--- src/rtl/pcrmv_pkg.sv ---
// ----------------------------------------------------------------------------
// pcrmv_pkg
// Types and constants shared by the running mean and variance block.
// ----------------------------------------------------------------------------
`default_nettype none

package pcrmv_pkg;

    localparam int SAMPLE_W = 40;
    localparam int VAR_W    = 64;
    localparam int ARC_W    = 32;
    localparam int CFG_W    = 32;
    localparam logic [CFG_W-1:0] INIT_VAR_RESET = 32'd4096;

    typedef struct packed {
        logic [5:0]                 sat_index;
        logic                       value_present;
        logic signed [SAMPLE_W-1:0] sample;
        logic                       arc_present;
        logic [ARC_W-1:0]           arc_number;
    } t_in_item;

    typedef struct packed {
        logic                       rejected;
        logic signed [SAMPLE_W-1:0] mean_out;
        logic [VAR_W-1:0]           variance_out;
        logic                       restarted;
    } t_out_item;

    // controller to datapath commands
    typedef struct packed {
        logic load_item;
        logic rd_entry;
        logic start_mean;
        logic start_var;
        logic wr_restart;
        logic wr_update;
        logic load_out_rej;
    } t_dp_cmd;

    // datapath to controller status
    typedef struct packed {
        logic reject;
        logic restart;
        logic div_done;
    } t_dp_sts;

endpackage

`default_nettype wire

--- src/rtl/pcrmv_ctrl.sv ---
// ----------------------------------------------------------------------------
// pcrmv_ctrl
// Sequencer: clearing pass, fetch, two divisions, write back, output handoff.
// ----------------------------------------------------------------------------
`default_nettype none

module pcrmv_ctrl
    import pcrmv_pkg::*;
#(
    parameter int NUM_CHANNELS = 64
) (
    input  wire logic i_clk,
    input  wire logic i_rst_n,
    input  wire logic i_in_valid,
    output logic      o_in_stall,
    output logic      o_out_valid,
    input  wire logic i_out_stall,
    input  wire t_dp_sts i_sts,
    output t_dp_cmd   o_cmd,
    output logic      o_clr_en,
    output logic [7:0] o_clr_addr
);

    typedef enum logic [2:0] {
        S_CLEAR, S_IDLE, S_FETCH, S_DECIDE, S_SQ, S_MEAN, S_VAR, S_OUT
    } t_state;

    t_state     r_state;
    logic [7:0] r_clr;
    logic       r_out_valid;
    logic       w_take;

    assign w_take = (r_state == S_IDLE) && i_in_valid && !r_out_valid;

    // command decode
    always_comb begin
        o_cmd              = '0;
        o_cmd.load_item    = w_take;
        o_cmd.rd_entry     = (r_state == S_FETCH);
        o_cmd.start_mean   = (r_state == S_SQ);
        o_cmd.start_var    = (r_state == S_MEAN) && i_sts.div_done;
        o_cmd.load_out_rej = (r_state == S_DECIDE) && i_sts.reject;
        o_cmd.wr_restart   = (r_state == S_DECIDE) && !i_sts.reject && i_sts.restart;
        o_cmd.wr_update    = (r_state == S_VAR) && i_sts.div_done;
    end

    // state and registered outputs
    always_ff @(posedge i_clk) begin
        if (!i_rst_n) begin
            r_state     <= S_CLEAR;
            r_clr       <= '0;
            r_out_valid <= 1'b0;
        end else begin
            if (r_out_valid && !i_out_stall) begin
                r_out_valid <= 1'b0;
            end
            case (r_state)
                S_CLEAR: begin
                    r_clr <= r_clr + 1'b1;
                    if (r_clr == 8'(NUM_CHANNELS - 1)) begin
                        r_state <= S_IDLE;
                    end
                end
                S_IDLE: begin
                    if (w_take) begin
                        r_state <= S_FETCH;
                    end
                end
                S_FETCH:  r_state <= S_DECIDE;
                S_DECIDE: begin
                    if (i_sts.reject || i_sts.restart) begin
                        r_state <= S_OUT;
                    end else begin
                        r_state <= S_SQ;
                    end
                end
                S_SQ: r_state <= S_MEAN;
                S_MEAN: begin
                    if (i_sts.div_done) begin
                        r_state <= S_VAR;
                    end
                end
                S_VAR: begin
                    if (i_sts.div_done) begin
                        r_state <= S_OUT;
                    end
                end
                S_OUT: begin
                    r_out_valid <= 1'b1;
                    r_state     <= S_IDLE;
                end
                default: r_state <= S_IDLE;
            endcase
        end
    end

    assign o_in_stall  = !w_take;
    assign o_out_valid = r_out_valid;
    assign o_clr_en    = (r_state == S_CLEAR);
    assign o_clr_addr  = r_clr;

endmodule

`default_nettype wire

--- config.mk ---
export PLATFORM = sky130hd
export DESIGN_NAME = pcrmv_ctrl
export DESIGN_NICKNAME = d
export VERILOG_FILES = /design/src/rtl/pcrmv_pkg.sv /design/src/rtl/pcrmv_ctrl.sv
export SDC_FILE = /design/constraint.sdc
export NUM_CORES = 1
export LEC_CHECK = 0
export BUFFER_PORTS_ARGS = -buffer_cell sky130_fd_sc_hd__clkbuf_2
export CAP_MARGIN = 20
export CORE_UTILIZATION = 50
export CTS_CLUSTER_DIAMETER = 100
export DETAILED_ROUTE_END_ITERATION = 16
export PLACE_DENSITY_LB_ADDON = 0.08
export SLEW_MARGIN = 0
export SYNTH_ARGS = -nofsm -noshare
export SYNTH_HDL_FRONTEND = slang
export SYNTH_SLANG_ARGS = --single-unit
--- constraint.sdc ---
create_clock -name i_clk -period 4.1 [get_ports i_clk]
set_input_delay 0.205 -clock i_clk [delete_from_list [all_inputs] [get_ports i_clk]]
set_output_delay 0.205 -clock i_clk [all_outputs]
set_load 0.01 [all_outputs]
**After elaboration in Yosys (flattened, before gate mapping)**

Cells that the tools add are included.

- Add/sub/neg operators: 1
- Eq/ne operators: 12
- Mux-type cells: 8
- Reductions and logical operators: 16

Operator list:

| operator | number |
|---|---|
| $pmux W3 S8 | 1 |
| $eq A3 B3 Y1 const B | 4 |
| $mux W3 | 4 |
| $add A8 B1 Y8 const B | 1 |
| $eq A8 B6 Y1 const B | 1 |
| $logic_and A1 B1 Y1 | 8 |
| $eq A3 B2 Y1 const B | 2 |
| $ne A2 B2 Y1 const B | 3 |
| $logic_not A1 Y1 | 4 |
| $reduce_and A4 Y1 | 1 |
| $eq A3 B1 Y1 const B | 1 |
| $logic_not A3 Y1 | 1 |
| $mux W1 | 2 |
| $mux W2 | 1 |
| $ne A2 B1 Y1 const B | 1 |
| $reduce_bool A2 Y1 | 1 |
| $logic_or A1 B1 Y1 | 1 |

- Flip-flop bits (word level): 12
- Input port bits: 7
- Output and inout bits: 18
- Logic and storage cells: 40

**Longest topological paths before layout**

Gate-level depths: netlist of run 1.

- Depth in word-level cells: 5
- Mapped depth: 6
- Gate-level depth less buffers: 5

**Worst setup path before layout of run 1**

OpenSTA, ideal clock, no wires.

- Kind: flip-flop to flip-flop
- From: register r_state[2]
- To: register r_clr[4] (netlist: o_clr_addr[4])
- Setup time: 0.115 ns
- Arrival: 1.354 ns
- Data required time: 3.985 ns
- Setup slack: 2.631 ns
- Stages on the path, launching flop included: 7
- Buffers on the path: 1
- Period minus slack after synthesis: 1.469 ns
- Cells stage by stage: dfxtp_1 > or3_1 > buf_6 > inv_1 > nand4_1 > xnor2_1 > and2_1

- Cells in the longest elaborated chain, start to end: 1

RTL lines:

| item | RTL line | RTL |
|---|---|---|
| from (decl) | pcrmv_ctrl.sv:28 | `t_state r_state;` |
| from (signal assigned) | pcrmv_ctrl.sv:50 | `r_state <= S_CLEAR;` |
| from (signal assigned) | pcrmv_ctrl.sv:61 | `r_state <= S_IDLE;` |
| from (signal assigned) | pcrmv_ctrl.sv:66 | `r_state <= S_FETCH;` |
| $logic_not A3 Y1 | - |  |
| named net o_clr_en | pcrmv_ctrl.sv:20 | `output logic o_clr_en,` |
| to (signal assigned) | pcrmv_ctrl.sv:59 | `r_clr <= r_clr + 1'b1;` |
| to (decl) | pcrmv_ctrl.sv:29 | `logic [7:0] r_clr;` |

The timed path passes the listed nets, and every way through them passes these cells.
A chain may end at the register's enable or synchronous reset.

**Worst setup path after layout of run 1**

- From: register r_state[2]
- To: output o_clr_en

- Cells in the longest elaborated chain, start to end: 1

RTL lines:

| item | RTL line | RTL |
|---|---|---|
| $logic_not A3 Y1 | pcrmv_ctrl.sv:99 | `assign o_clr_en = (r_state == S_CLEAR);` |
| to (decl) | pcrmv_ctrl.sv:20 |  |

No other way between the ends.

==> results.yml, run 1 <==
status:
  status: "finished clean"
die:
  pin_count: 25
  initial_utilization_pct: 53.2
  die_h_microns: 39.2
  row_count: 13
  coreArea_sq_um: 1300
  die_w_microns: 39.2
  dieArea_sq_um: 1540
sta:
  slew-limit-headroom_pct: 71.3
  final_hold_viol_count: 0
  period_needed_ps: 1830
  worst_slew_pin_slew_ps: 430
  fmax_ghz: 0.547
  fin_ws_ps: 2270
  grt_setup_unrepaired: "false"
  final.period_utilization_pct: 44.6
  setup-violations-final: 0
  setup_tns_ps: 0
  report.final.slew_viol_count: 0
  clock-skew-final_ps: 0.368
  hold_ws_ps: 208
route:
  detail-route-antenna-nets: 0
  dr.pass1.iters: 4
  finalWirelength_microns: 1360
  vias_per_cell: 5.26
  drtIter0Drc: 7
  wl_per_cell_microns: 11.6
  drc: 0
  vias: 616
cells_and_area:
  final_nets: 112
  drive_gt1_share_pct: 29.4
  insertedDiodeCount: 0
  area_growth_pct: 18.4
  finalInstanceArea_sq_um: 820
  nFillCells: 128
placed_design:
  dp_slack_ps: 2390
  place_area_sq_um: 797
  hpwl_microns: 1010
  io_buffers: 24
  place_congestion: 0.809
clock_network:
  clock-sinks: 12
  numCtsBuffers: 3
  cts_buffer_depth: 2
  post_cts_buffers: 0
  htreeDepth: 1
  cts_resized: 0
  path_clk_slew_ps: 60
  root_buffer: "clkbuf_4"
  cts_tree: "done"
  clk_latency_ps: 260
  cts_hold_buf: 0
yosys:
  ys_seq_elements: 12
  synthTopCellsByArea: "dfxtp_1, xnor2_1, nor3b_1"
  syn-cell-area_sq_um: 692
  syn_inst: 81
  synth_warnings: 0
  ys_async_sr_fraction_pct: 0
  syn-num-nets: 89
  yosysSeqAreaShare_pct: 34.7
  yosysTopAreaCell: "dfxtp_1"
  yosys_most_used_dff: "dfxtp_1"
  synth-edff-count: 0
  ys_top_cells_by_count: "dfxtp_1, nand2_1, and2_1, nor3b_1, xnor2_1"
  yosysMostFrequentCell: "dfxtp_1"
  yosysUniqueCellTypes: 32
  avgSynthCellArea_sq_um: 8.54
  synth_top_cell_area_share_pct: 34.7
worst_hold_path:
  worstHoldPathType: "input port to register"
  hold_start: "i_out_stall"
global_route:
  grt_pass1_vias: 464
  antenna_found_initial: 0
  grt_use_total_pct: 20.5
  grt_max_degree: 14
  overflow: 0
  grt_pass1_wl_microns: 2080
flow_run:
  cap_violations: 0
critical_path:
  cp-start-kind: "register"
  path_cells: "or3_1 -> inv_1 -> clkbuf_2"
  cp_data_required_time_ps: 3890
  cp-startpoint: "r_state[2]"
  crit_path_max_incr_delay_ps: 590
  cp-end-kind: "output port"
  crit_fanout: 13
  cp_slowest_cell: "or3_1"
  cp.arrival_ps: 1620
  critical_path_class: "register to output port"
  r2r-start: "r_state[2]"
power_and_ir_drop:
  p_per_area_nw_per_um2: 252
  p_total_uw: 206
  p_leak_uw: 0.000349
  vdd_drop_max_mv: 0.261
## path summary, 6_finish.rpt
check	end	slack, ps	depth (start not counted)
worst max-delay path	o_clr_en	2270	3
worst min-delay path	o_out_valid	210	3
worst max register to register	o_clr_addr[4]	2360	5
worst min register to register	o_clr_addr[1]	510	2
## report_power, final
part           switching [uW]  internal (uW)
sequential               3.18            119
clock                    32.6           33.9
combinational            8.54           8.68
## layer usage
| metal | global-route usage [%] | wire length (microns) | up-vias |
|---|---|---|---|
| li1 | - | - | 320 |
| met1 | 27.6 | 685 | 280 |
| met2 | 28.3 | 600 | 16 |
| met3 | 8.67 | 71 | 0 |
| met4 | 7.76 | 0 | 0 |
| met5 | 0 | 0 | - |
## layout make-up
class                   instances  area (sq um)  share of cell area (%)
multi-input cells              59           403                    49.2
repair buffers                 24           120                    14.7
well taps                      15          18.8                    2.29
inverters                       4          15.0                    1.83
flip-flops and latches         12           240                    29.3
clock buffers                   3          22.5                    2.75
## critical path, delay by kind of cell (launching register included)
kind,cells,cell delay (ps)
flip-flops,1,440
AND/OR/NAND/NOR,1,590
buffers and inverters,2,330
## through the flow
| step | util (%) | cells |
|---|---|---|
| final | 63.0 | 117 |
| after global placement | 61.3 | 114 |
| after detailed placement | 61.3 | 114 |
| after CTS | 63.0 | 117 |
| after global routing | 63.0 | 117 |
| after floorplan | - | 81 |
## layout by cell type (no fill, tap or decap), drive strengths merged
cell / n
and2: 6
nor3b: 6
nand2: 10
clkbuf: 27
o21a: 1
nand3: 3
xnor2: 6
nor4b: 1
dfxtp: 12
nor2: 2
o31ai: 2
nor4: 2
a32o: 1
ha: 1
o21ai: 2
xor2: 2
or3: 2
a21oi: 1
nand4: 1
a32oi: 1
nand2b: 1
a21boi: 2
nor3: 2
inv: 4
o221a: 1
nor2b: 3
## registers in the layout, indices dropped and copies added (netlist names)
| name | count |
|---|---|
| o_clr_addr | 8 |
| o_out_valid | 1 |
| r_state | 3 |
## logic make-up after synthesis
group,Yosys count,synth area share [%]
and+or+nand+nor,39,34.4
DFF,12,34.7
AOI/OAI and AO/OA,11,11.9
buffers and inverters,10,7.05
xor gates and xnor gates,8,10.1
adders and majority gates,1,1.81
No activity file was read; power rests on OpenSTA's default activity.
==> run 2: changes to the inputs <==
--- a/config.mk
+++ b/config.mk
@@ -7,7 +7,7 @@
 export LEC_CHECK = 0
 export BUFFER_PORTS_ARGS = -buffer_cell sky130_fd_sc_hd__clkbuf_2
 export CAP_MARGIN = 20
-export CORE_UTILIZATION = 50
+export CORE_UTILIZATION = 47
 export CTS_CLUSTER_DIAMETER = 100
 export DETAILED_ROUTE_END_ITERATION = 16
 export PLACE_DENSITY_LB_ADDON = 0.08
==> constraint.sdc (replaced) <==
create_clock -name i_clk -period 1.7 [get_ports i_clk]
set_input_delay 0.085 -clock i_clk [delete_from_list [all_inputs] [get_ports i_clk]]
set_output_delay 0.085 -clock i_clk [all_outputs]
set_load 0.01 [all_outputs]
==> results.yml, run 2 (synthesis gave the netlist of run 1 again) <==
die:
  die_w_microns: 40.4
  coreArea_sq_um: 1330
  pin_count: 25
  initial_utilization_pct: 51.9
  die_h_microns: 40.4
  dieArea_sq_um: 1630
  row_count: 13
clock_network:
  cts_tree: "done"
  htreeDepth: 1
  clk_latency_ps: 270
  cts_hold_buf: 0
  numCtsBuffers: 3
  post_cts_buffers: 0
  clock-sinks: 12
  cts_resized: 0
  cts_buffer_depth: 2
  path_clk_slew_ps: 70
  root_buffer: "clkbuf_4"
sta:
  fin_ws_ps: 188
  grt_setup_unrepaired: "false"
  report.final.slew_viol_count: 0
  worst_slew_pin_slew_ps: 346
  setup-violations-final: 0
  fmax_ghz: 0.661
  slew-limit-headroom_pct: 76.9
  setup_tns_ps: 0
  final.period_utilization_pct: 88.9
  clock-skew-final_ps: 2.23
  final_hold_viol_count: 0
  period_needed_ps: 1510
placed_design:
  dp_slack_ps: 189
  place_congestion: 0.786
  hpwl_microns: 945
  io_buffers: 24
route:
  vias_per_cell: 5.07
  drtIter0Drc: 14
  dr.pass1.iters: 4
  vias: 614
  wl_per_cell_microns: 10.5
  finalWirelength_microns: 1270
  detail-route-antenna-nets: 0
  drc: 0
global_route:
  grt_pass1_wl_microns: 2070
  grt_max_degree: 14
  antenna_found_initial: 0
  overflow: 0
  grt_use_total_pct: 19.6
  grt_pass1_vias: 512
cells_and_area:
  multi_input_area_sq_um: 403
  largest_reg_flops: 8
  final_common_cell: "clkbuf_2"
  mostFrequentLayoutCells: "clkbuf_2, dfxtp_1, nand2_1"
  insertedDiodeCount: 0
  nFillCells: 125
  seqCellArea_sq_um: 240
  drive_gt1_share_pct: 32.1
  final_nets: 115
  area_growth_pct: 23.7
critical_path:
  cp-end-kind: "output port"
  cp_top_family: "simple AND/OR/NAND/NOR gates"
  cp_data_required_time_ps: 1620
  critical_path_class: "register to output port"
  reg2reg_depth: 5
  r2r_end: "o_clr_addr[4]"
  crit_fanout: 9
  crit_path_max_incr_delay_ps: 530
  cp_num_buf_inv: 2
  path_cells: "or3_1 -> inv_1 -> clkbuf_2"
  reg2reg_slack_ps: 190
  cp.arrival_ps: 1430
  cp_slowest_cell: "or3_1"
  cp-start-kind: "register"
  r2r-start: "r_state[2]"
flow_run:
  cap_violations: 0
power_and_ir_drop:
  p_per_area_nw_per_um2: 654
  p_leak_uw: 0.000372
  vdd_drop_max_mv: 0.557
worst_hold_path:
  hold_start: "i_out_stall"
  worstHoldPathType: "input port to register"
  hold_path_depth: 3
  holdPathEnd: "o_out_valid"
status:
  status: "finished clean"
## run 2: per-stage QoR
stage	cells	instance area [sq um]	hold WS [ps]	total power [uW]	utilization, %
2_1_floorplan	81	692	223	324	-
3_3_place_gp	117	820	337	343	61.4
3_5_place_dp	117	820	346	343	61.4
4_1_cts	121	856	62.5	569	64.2
5_1_grt	121	856	75.1	591	64.2
6_report	121	856	67.2	559	64.2
## run 2: area by class of cell
type,count,share of cell area (%)
multi-input cells,59,47.1
flip-flops and latches,12,28.1
repair buffers,27,16.7
inverters,4,1.75
well taps,15,2.19
clock buffers,4,4.24
## run 2: worst max-delay path by stage
| stage | startpoint | end | slack (ps) | depth (start not counted) |
|---|---|---|---|---|
| global route | r_state[2] | o_clr_addr[4] | 50 | 5 |
| global placement | r_state[2] | o_clr_addr[4] | 210 | 5 |
| CTS | r_state[2] | o_clr_en | 170 | 3 |
| finish | r_state[2] | o_clr_en | 190 | 3 |
| detailed placement | r_state[2] | o_clr_addr[4] | 190 | 5 |
| floorplan | r_state[2] | o_clr_addr[4] | 230 | 6 |
## run 2: report_power, final
part | internal, uW | switching, uW | leakage, uW
Combinational | 20.8 | 20.7 | 0.000254
Sequential | 288 | 7.48 | 0.0000973
Clock | 130 | 92.7 | 0.0000210
Total | 438 | 121 | 0.000372
## run 2: worst reg2reg max path, delay by kind of cell (launching register included)
kind                      cells  cell delay, ps
and+or+nand+nor               3             800
buffers and inverters         1             170
xor gates and xnor gates      1             140
DFF                           1             310
## run 2: metal layers
metal / part of all wire, % / track usage [%] / up-vias
li1: - / - / 327
met1: 53 / 23.1 / 272
met2: 41 / 31.0 / 13
met3: 4.7 / 10.0 / 2
met4: 0.79 / 5.00 / 0
met5: 0 / 0 / -
==> run 3: changes to the inputs <==
--- a/config.mk
+++ b/config.mk
@@ -7,7 +7,10 @@
 export LEC_CHECK = 0
 export BUFFER_PORTS_ARGS = -buffer_cell sky130_fd_sc_hd__clkbuf_2
 export CAP_MARGIN = 20
-export CORE_UTILIZATION = 47
+export CELL_PAD_IN_SITES_DETAIL_PLACEMENT = 0
+export CELL_PAD_IN_SITES_GLOBAL_PLACEMENT = 1
+export CORE_ASPECT_RATIO = 1.5
+export CORE_UTILIZATION = 34
 export CTS_CLUSTER_DIAMETER = 100
 export DETAILED_ROUTE_END_ITERATION = 16
 export PLACE_DENSITY_LB_ADDON = 0.08
==> results.yml, run 3 (synthesis gave the netlist of run 1 again) <==
critical_path:
  crit_fanout: 9
  path_cells: "or3_1 -> inv_1 -> nand4_1 -> xnor2_1 -> and2_1"
  cp_slowest_cell: "or3_1"
  cp_top_family: "simple AND/OR/NAND/NOR gates"
  cp_data_required_time_ps: 1870
  crit_path_max_incr_delay_ps: 530
  r2r-start: "r_state[2]"
  reg2reg_slack_ps: 180
  critical_path_class: "register to register"
  cp.depth: 5
  cp_num_buf_inv: 1
  cp.arrival_ps: 1690
  cp-end-kind: "register"
  reg2reg_depth: 5
  cp-start-kind: "register"
  r2r_end: "o_clr_addr[4]"
worst_hold_path:
  hold_start: "i_out_stall"
  holdPathEnd: "o_out_valid"
  hold_path_depth: 3
  worstHoldPathType: "input port to register"
sta:
  clock-skew-final_ps: 1.70
  grt_setup_unrepaired: "false"
  worst_slew_pin_slew_ps: 348
  setup-violations-final: 0
  report.final.slew_viol_count: 0
  fmax_ghz: 0.659
  period_needed_ps: 1520
  fin_ws_ps: 182
  setup_tns_ps: 0
  final_hold_viol_count: 0
  final.period_utilization_pct: 89.3
  slew-limit-headroom_pct: 76.8
cells_and_area:
  final_nets: 115
  nFillCells: 202
  insertedDiodeCount: 0
  fin_cells: 127
  final_common_cell: "clkbuf_2"
  drive_gt1_share_pct: 32.1
  area_growth_pct: 24.8
  largest_reg_flops: 8
  mostFrequentLayoutCells: "clkbuf_2, dfxtp_1, nand2_1"
clock_network:
  cts_buffer_depth: 2
  numCtsBuffers: 3
  clock-sinks: 12
  root_buffer: "clkbuf_4"
  path_clk_slew_ps: 80
  htreeDepth: 1
  cts_resized: 0
  cts_hold_buf: 0
  cts_tree: "done"
  clk_latency_ps: 270
  post_cts_buffers: 0
placed_design:
  place_congestion: 0.639
  io_buffers: 24
  placedCellCount: 123
  hpwl_microns: 1030
  dp_slack_ps: 174
die:
  row_count: 19
  die_w_microns: 38.8
  pin_count: 25
  die_h_microns: 57.3
  initial_utilization_pct: 36.8
  coreArea_sq_um: 1880
  dieArea_sq_um: 2220
route:
  finalWirelength_microns: 1330
  dr.pass1.iters: 4
  drtIter0Drc: 8
  wl_per_cell_microns: 10.5
  vias: 636
  detail-route-antenna-nets: 0
  vias_per_cell: 5.01
  drc: 0
global_route:
  antenna_found_initial: 0
  grt_pass1_vias: 587
  grt_pass1_wl_microns: 2360
  overflow: 0
  grt_max_degree: 14
  grt_use_total_pct: 15.1
flow_run:
  cap_violations: 0
power_and_ir_drop:
  vdd_drop_max_mv: 0.239
  p_leak_uw: 0.000372
  p_per_area_nw_per_um2: 652
status:
  status: "finished clean"
[run 3: worst max-delay path by stage]
stage,start,endpoint,slack (ps)
2_1_floorplan,r_state[2],o_clr_addr[4],230
3_3_place_gp,r_state[2],o_clr_addr[4],200
3_5_place_dp,r_state[2],o_clr_addr[4],170
4_1_cts,r_state[2],o_clr_addr[4],160
5_1_grt,r_state[2],o_clr_addr[4],70
6_report,r_state[2],o_clr_addr[4],180
[run 3: cell type report]
class / instances / area (sq um) / share of cell area (%)
repair buffers: 27 / 143 / 16.5
clock buffers: 4 / 36.3 / 4.20
inverters: 4 / 15.0 / 1.74
well taps: 21 / 26.3 / 3.04
multi-input cells: 59 / 403 / 46.7
flip-flops and latches: 12 / 240 / 27.8
[run 3: power breakdown]
group / leakage (uW) / switching, uW / internal [uW]
Clock: 0.0000210 / 96.6 / 130
Sequential: 0.0000973 / 7.66 / 288
Combinational: 0.000254 / 20.3 / 20.7
Total: 0.000372 / 125 / 438
[run 3: worst min-delay path, stage by stage]
cell      delay [ps]
clkbuf_2          70
a32oi_1           50
nor2b_1           90
[run 3: stage by stage]
stage | power, uW | hold slack, ps | utilization, % | instance area, sq um
after floorplan | 324 | 223 | - | 692
after global placement | 345 | 341 | 44.0 | 827
after detailed placement | 344 | 347 | 44.0 | 827
after CTS | 575 | 65.0 | 46.0 | 863
after global routing | 601 | 116 | 46.0 | 863
final | 563 | 68.0 | 46.0 | 863
[run 3: per-layer routing]
layer	vias to the layer above	part of all wire (%)	global-route usage [%]
met2	16	51	25.2
met5	-	0	0
li1	327	-	-
met4	0	1.4	8.87
met1	291	43	16.3
met3	2	4.0	3.50
